[config.mk]
export PLATFORM = sky130hd
export DESIGN_NAME = rxlr_ctrl
export DESIGN_NICKNAME = d
export VERILOG_FILES = /design/src/hw/rtl/assert_macros.svh /design/src/hw/rtl/rxlr_pkg.sv /design/src/hw/rtl/rxlr_ctrl.sv
export SDC_FILE = /design/constraint.sdc
export NUM_CORES = 1
export LEC_CHECK = 0
export BUFFER_PORTS_ARGS = -buffer_cell sky130_fd_sc_hd__buf_2
export CORE_MARGIN = 2
export CORE_UTILIZATION = 52
export DETAILED_ROUTE_END_ITERATION = 7
export GPL_ROUTABILITY_DRIVEN = 0
export PLACE_DENSITY_LB_ADDON = 0.08
export SLEW_MARGIN = 40
export SYNTH_ARGS = -nofsm -noshare
export SYNTH_HDL_FRONTEND = slang
export SYNTH_SLANG_ARGS = --single-unit
[constraint.sdc]
create_clock -name i_clk -period 2 [get_ports i_clk]
set_input_delay 0.1 -clock i_clk [delete_from_list [all_inputs] [get_ports i_clk]]
set_output_delay 0.1 -clock i_clk [all_outputs]
set_load 0.05 [all_outputs]
[src/hw/rtl/assert_macros.svh]
// Assertion macros used by the top-level RTL file of the regression block.
`ifndef ASSERT_MACROS_SVH
`define ASSERT_MACROS_SVH

// Same-cycle implication, checked at every rising edge out of reset.
`define RXLR_ASSERT_SAME(lbl, ante, cons) \
    lbl: assert property (@(posedge i_clk) disable iff (!i_rst_n) (ante) |-> (cons)) \
        else $error("rxlr assertion failed");

// Next-cycle implication, checked at every rising edge out of reset.
`define RXLR_ASSERT_NEXT(lbl, ante, cons) \
    lbl: assert property (@(posedge i_clk) disable iff (!i_rst_n) (ante) |=> (cons)) \
        else $error("rxlr assertion failed");

`endif

[src/hw/rtl/rxlr_pkg.sv]
// Types, constants and command/status structs of the rolling regression block.
package rxlr_pkg;

    localparam int MAX_WINDOW_DEF = 1024;
    localparam int SAMPLE_BITS    = 16;
    localparam int FRAC_BITS      = 16;
    localparam int CFG_W          = 11;
    localparam int CFG_IDX_W      = 1;
    localparam int ICPT_W         = 48;
    localparam int SLOPE_W        = 33;
    localparam int R2_W           = 17;
    localparam int R2_FRAC        = 16;
    localparam int OP_W           = 64;
    localparam int WIDE_W         = 128;
    localparam int WIN_RESET      = 1024;

    // Configuration register indexes
    localparam logic [CFG_IDX_W-1:0] REG_WINDOW_LENGTH = 1'b0;
    localparam logic [CFG_IDX_W-1:0] REG_MIN_SAMPLES   = 1'b1;

    typedef enum logic [1:0] {
        FIT_OK      = 2'd0,
        FIT_INVALID = 2'd1,
        FIT_FEW     = 2'd2,
        FIT_CONST_X = 2'd3
    } t_fit;

    typedef enum logic [2:0] {
        SQ_XO_XO, SQ_XO_YO, SQ_YO_YO, SQ_X_X, SQ_X_Y, SQ_Y_Y
    } t_sq_op;

    typedef enum logic [3:0] {
        MUL_N_SXX, MUL_SX_SX, MUL_N_SXY, MUL_SX_SY, MUL_N_SYY, MUL_SY_SY,
        MUL_SY_DXX, MUL_DXY_SX, MUL_N_DXX, MUL_DXY_DXY, MUL_DXX_DYY
    } t_mul_op;

    typedef enum logic [1:0] {
        DIV_SLOPE, DIV_ICPT, DIV_R2
    } t_div_op;

    typedef enum logic [3:0] {
        ST_IDLE, ST_SQ, ST_SUM, ST_CHK, ST_MUL, ST_MWAIT, ST_CHKX,
        ST_DIV, ST_DWAIT, ST_OUT
    } t_state;

    typedef struct packed {
        logic    load_in;
        logic    sq_en;
        t_sq_op  sq_idx;
        logic    sum_en;
        logic    mul_start;
        t_mul_op mul_op;
        logic    div_start;
        t_div_op div_op;
        logic    res_clear;
        t_fit    res_status;
        logic    load_out;
    } t_cmd;

    typedef struct packed {
        logic mul_done;
        logic div_done;
        logic has_invalid;
        logic too_few;
        logic dxx_nonpos;
        logic dyy_pos;
    } t_stat;

endpackage

[src/hw/rtl/rxlr_ctrl.sv]
// Controller: sequences one item through sums, products and divisions.
module rxlr_ctrl (
    input  logic            i_clk,
    input  logic            i_rst_n,
    input  logic            i_s_tvalid,
    output logic            o_s_tready,
    input  logic            i_m_tready,
    output logic            o_m_tvalid,
    input  rxlr_pkg::t_stat i_stat,
    output rxlr_pkg::t_cmd  o_cmd
);
    rxlr_pkg::t_state  r_state, n_state;
    rxlr_pkg::t_sq_op  r_sq, n_sq;
    rxlr_pkg::t_mul_op r_k, n_k;
    rxlr_pkg::t_div_op r_d, n_d;
    logic              r_oval, n_oval;

    // state register
    always_ff @(posedge i_clk) begin
        if (!i_rst_n) begin
            r_state <= rxlr_pkg::ST_IDLE;
            r_sq    <= rxlr_pkg::SQ_XO_XO;
            r_k     <= rxlr_pkg::MUL_N_SXX;
            r_d     <= rxlr_pkg::DIV_SLOPE;
            r_oval  <= 1'b0;
        end else begin
            r_state <= n_state;
            r_sq    <= n_sq;
            r_k     <= n_k;
            r_d     <= n_d;
            r_oval  <= n_oval;
        end
    end

    // next state and commands
    always_comb begin
        n_state = r_state;
        n_sq    = r_sq;
        n_k     = r_k;
        n_d     = r_d;
        o_cmd            = '0;
        o_cmd.sq_idx     = r_sq;
        o_cmd.mul_op     = r_k;
        o_cmd.div_op     = r_d;
        o_cmd.res_status = rxlr_pkg::FIT_OK;

        unique case (r_state)
            rxlr_pkg::ST_IDLE: begin
                if (i_s_tvalid) begin
                    o_cmd.load_in = 1'b1;
                    n_sq    = rxlr_pkg::SQ_XO_XO;
                    n_state = rxlr_pkg::ST_SQ;
                end
            end
            rxlr_pkg::ST_SQ: begin
                o_cmd.sq_en = 1'b1;
                if (r_sq == rxlr_pkg::SQ_Y_Y)
                    n_state = rxlr_pkg::ST_SUM;
                else
                    n_sq = rxlr_pkg::t_sq_op'(r_sq + 3'd1);
            end
            rxlr_pkg::ST_SUM: begin
                o_cmd.sum_en = 1'b1;
                n_state = rxlr_pkg::ST_CHK;
            end
            rxlr_pkg::ST_CHK: begin
                o_cmd.res_clear = 1'b1;
                priority if (i_stat.has_invalid) begin
                    o_cmd.res_status = rxlr_pkg::FIT_INVALID;
                    n_state = rxlr_pkg::ST_OUT;
                end else if (i_stat.too_few) begin
                    o_cmd.res_status = rxlr_pkg::FIT_FEW;
                    n_state = rxlr_pkg::ST_OUT;
                end else begin
                    n_k     = rxlr_pkg::MUL_N_SXX;
                    n_state = rxlr_pkg::ST_MUL;
                end
            end
            rxlr_pkg::ST_MUL: begin
                o_cmd.mul_start = 1'b1;
                n_state = rxlr_pkg::ST_MWAIT;
            end
            rxlr_pkg::ST_MWAIT: begin
                if (i_stat.mul_done) begin
                    priority if (r_k == rxlr_pkg::MUL_SY_SY) begin
                        n_state = rxlr_pkg::ST_CHKX;
                    end else if (r_k == rxlr_pkg::MUL_DXX_DYY ||
                                 (r_k == rxlr_pkg::MUL_DXY_DXY && !i_stat.dyy_pos)) begin
                        n_d     = rxlr_pkg::DIV_SLOPE;
                        n_state = rxlr_pkg::ST_DIV;
                    end else begin
                        n_k     = rxlr_pkg::t_mul_op'(r_k + 4'd1);
                        n_state = rxlr_pkg::ST_MUL;
                    end
                end
            end
            rxlr_pkg::ST_CHKX: begin
                if (i_stat.dxx_nonpos) begin
                    o_cmd.res_clear  = 1'b1;
                    o_cmd.res_status = rxlr_pkg::FIT_CONST_X;
                    n_state = rxlr_pkg::ST_OUT;
                end else begin
                    n_k     = rxlr_pkg::MUL_SY_DXX;
                    n_state = rxlr_pkg::ST_MUL;
                end
            end
            rxlr_pkg::ST_DIV: begin
                o_cmd.div_start = 1'b1;
                n_state = rxlr_pkg::ST_DWAIT;
            end
            rxlr_pkg::ST_DWAIT: begin
                if (i_stat.div_done) begin
                    if (r_d == rxlr_pkg::DIV_R2 ||
                        (r_d == rxlr_pkg::DIV_ICPT && !i_stat.dyy_pos)) begin
                        n_state = rxlr_pkg::ST_OUT;
                    end else begin
                        n_d     = rxlr_pkg::t_div_op'(r_d + 2'd1);
                        n_state = rxlr_pkg::ST_DIV;
                    end
                end
            end
            rxlr_pkg::ST_OUT: begin
                // hold until the output register is free
                if (!r_oval || i_m_tready) begin
                    o_cmd.load_out = 1'b1;
                    n_state = rxlr_pkg::ST_IDLE;
                end
            end
            default: n_state = rxlr_pkg::ST_IDLE;
        endcase

        if (o_cmd.load_out)
            n_oval = 1'b1;
        else if (i_m_tready)
            n_oval = 1'b0;
        else
            n_oval = r_oval;
    end

    assign o_s_tready = r_state == rxlr_pkg::ST_IDLE;
    assign o_m_tvalid = r_oval;
endmodule

==> impl_metrics.tcl <==
set metrics [dict create \
    vdd_drop_max_uv 574.5 \
    synth_fp_nets 168 \
    status "completed" \
    max_freq_ghz 0.5357 \
    synth_cells 151 \
    rows 17 \
    wl_um 2857 \
    synth_top_family_by_area "simple AND/OR/NAND/NOR gates" \
    yosysSeqAreaShare 0.2346 \
    comb_power_share 0.532 \
    switchingPower_w 0.0005223 \
    slew_headroom 0.7035 \
    synth_top_area_frac 0.2346 \
    crit_path_end_kind "output pin" \
    viasPerCell 5.611 \
    syn_area_um2 1195 \
    critPathKind "flop to output pin" \
    slew_viol_final 0 \
    antenna_found_initial 0 \
    worst-path-max-fanout 13 \
    start_util 0.5454 \
    hold_path.class "input pin to flop" \
    port_buffers 29 \
    yosysWarnings 0 \
    hold-worst-slack_ns 0.1646 \
    rsz0062_at_grt "false" \
    hpwl_um 2160 \
    synth_seq_cells 14 \
    cp-start-kind "flop" \
    fin_nets 201 \
    drtAntennaViolNets 0 \
    synthMostInstantiatedCell "nand2_1" \
    ys_top_cells_by_count "18 x nand2_1, 14 x dfxtp_1, 12 x nor2b_1, 9 x nor2_1, 8 x inv_1" \
    clkTransAtPathRegs_ns 0.09 \
    overflow 0 \
    drc 0 \
    cts_max_path_buffers 2 \
    synthMuxAreaShare 0.04188 \
    die_w_um 51.94 \
    cts_tree "yes" \
    setup_viol 0 \
    drv_cap 0 \
    p_int_w 0.0006442 \
    syn2layout_area_growth_pct 20.94 \
    synth-main-ff-cell "dfxtp_1" \
    p_clk_frac 0.183 \
    synth_area_leaders "dfxtp_1 23%, ha_1 7.3%, nor2b_1 6.3%" \
    core_area_um2 2191 \
    clk_latency_ns 0.28 \
    cts-root-buf "clkbuf_4" \
    syn_avg_cell_area_um2 7.913 \
    finalClockSkew_ns 0.006671 \
    drt_iter0_drc 11 \
    yosys.area_share.simple 0.3665 \
    vias 1184 \
    synth_adder_area_share 0.07330 \
    drive_gt1_frac 0.2896 \
    worst_ep_required_time_ns 1.90 \
    antenna-diode-count 0 \
    cts_sinks 14 \
    cts_max_level 1 \
    io_pins 30 \
    yosys.area.top_type "dfxtp_1" \
    p_per_area_nw_per_um2 807.2 \
    firstDrtPassIters 4 \
    die_y_um 51.94 \
    grt_max_degree 22 \
    grt_pass1_wl_um 4816 \
    worstPathArrival_ns 1.77 \
    period_share 0.9333 \
    synth-async-reset-ratio 0 \
    ys_types 48 \
    sw_frac_of_total 0.4477 \
    synth_edf_count 0 \
    synth_xor_area_frac 0.01466 \
    synth_compound_area_frac 0.2052 \
    hold_viol_final 0 \
    min_period_ns 1.867 \
    worstHoldStart "i_m_tready" \
    grt_pass1_vias 1117 \
    leakagePower_nw 0.6811 \
    cts_buffers 3 \
    tightest_slew_ns 0.4441 \
    dieArea_um2 2697 \
    crit_start "r_state[3]" \
    seqPwrFrac 0.285 \
    wire_per_inst_um 13.54 \
    rr_startpoint "r_state[3]" \
    tns_ns 0 \
    grt_util_all_layers 0.2375 \
]
## kinds of logic (layout without fill, tap and decap cells)
family / after synthesis / in the layout
AOI/OAI and AO/OA: 33 / 33
xor gates and xnor gates: 2 / 2
adders and majority gates: 7 / 7
buffers and inverters: 17 / 49
DFF: 14 / 14
muxes: 5 / 5
and+or+nand+nor: 73 / 73
## final cells by class
type,count,area (µm²)
sequential,14,280.3
clock buffer,4,36.28
inverter,8,30.03
multi-input combinational,120,858.3
tap,28,35.03
fill,218,745.7
timing repair buffer,37,205.2
## worst paths after layout
path                                    to  slack, ns  cells past startpoint
worst max-delay path              o_cmd[2]       0.13                      3
worst min-delay path            o_m_tvalid       0.16                      3
worst max register to register  r_state[2]       0.19                      5
worst min register to register      r_d[0]       0.50                      2
## registers in the layout, summed over array words and instances (netlist names)
signal,flops
r_d,2
r_state,4
r_sq,3
o_m_tvalid,1
r_k,4
## routing by layer
metal  up-vias  wire (µm)  track usage
met1       560       1270       0.2735
li1        597          -            -
met2        23       1463       0.4367
met3         4         87      0.03448
met5         -          0            0
met4         0         36      0.08772
## stage by stage
step	util	power, W	area [µm²]	setup WS, ns	instances
2_1_floorplan	-	0.0008081	1211	-0.02267	151
3_3_place_gp	0.6413	0.0009407	1405	0.2708	207
3_5_place_dp	0.6413	0.0009545	1405	0.2120	207
4_1_cts	0.6579	0.001168	1441	0.09079	211
5_1_grt	0.6596	0.001232	1445	0.04944	211
6_report	0.6596	0.001167	1445	0.1334	211
## critical path, cell delays in order (launching register included)
cell and delay [ns]:
dfxtp_1 0.45, or4bb_4 0.61, o21ai_1 0.15, buf_2 0.27
## repair_timing
action,4_1_cts,5_1_grt
buffers inserted,0,0
resized for setup,0,1
setup endpoints to repair,0,1
hold buffers,0,0
## power groups by stage
| stage | registers (W) | clock network [W] | logic (W) |
|---|---|---|---|
| floorplan | 0.000355 | 0 | 0.000453 |
| global placement | 0.000335 | 0 | 0.000606 |
| detailed placement | 0.000339 | 0 | 0.000616 |
| CTS | 0.000332 | 0.000218 | 0.000618 |
| global route | 0.000337 | 0.000223 | 0.000672 |
| finish | 0.000332 | 0.000213 | 0.000621 |
## cell usage in the layout, fill, tap and decap left out, types with 3 or more instances in the layout
cell,count
o211a_1,3
nor3b_1,3
mux2i_1,5
clkbuf_4,3
o21ai_1,4
buf_4,8
nor2b_1,12
nand3_1,5
buf_2,29
nand3b_1,4
inv_1,8
o211ai_1,3
nand2_1,18
o21ai_0,3
nor2_1,9
ha_1,7
dfxtp_1,14
a21oi_1,5
No activity file was read; power rests on OpenSTA's default activity.
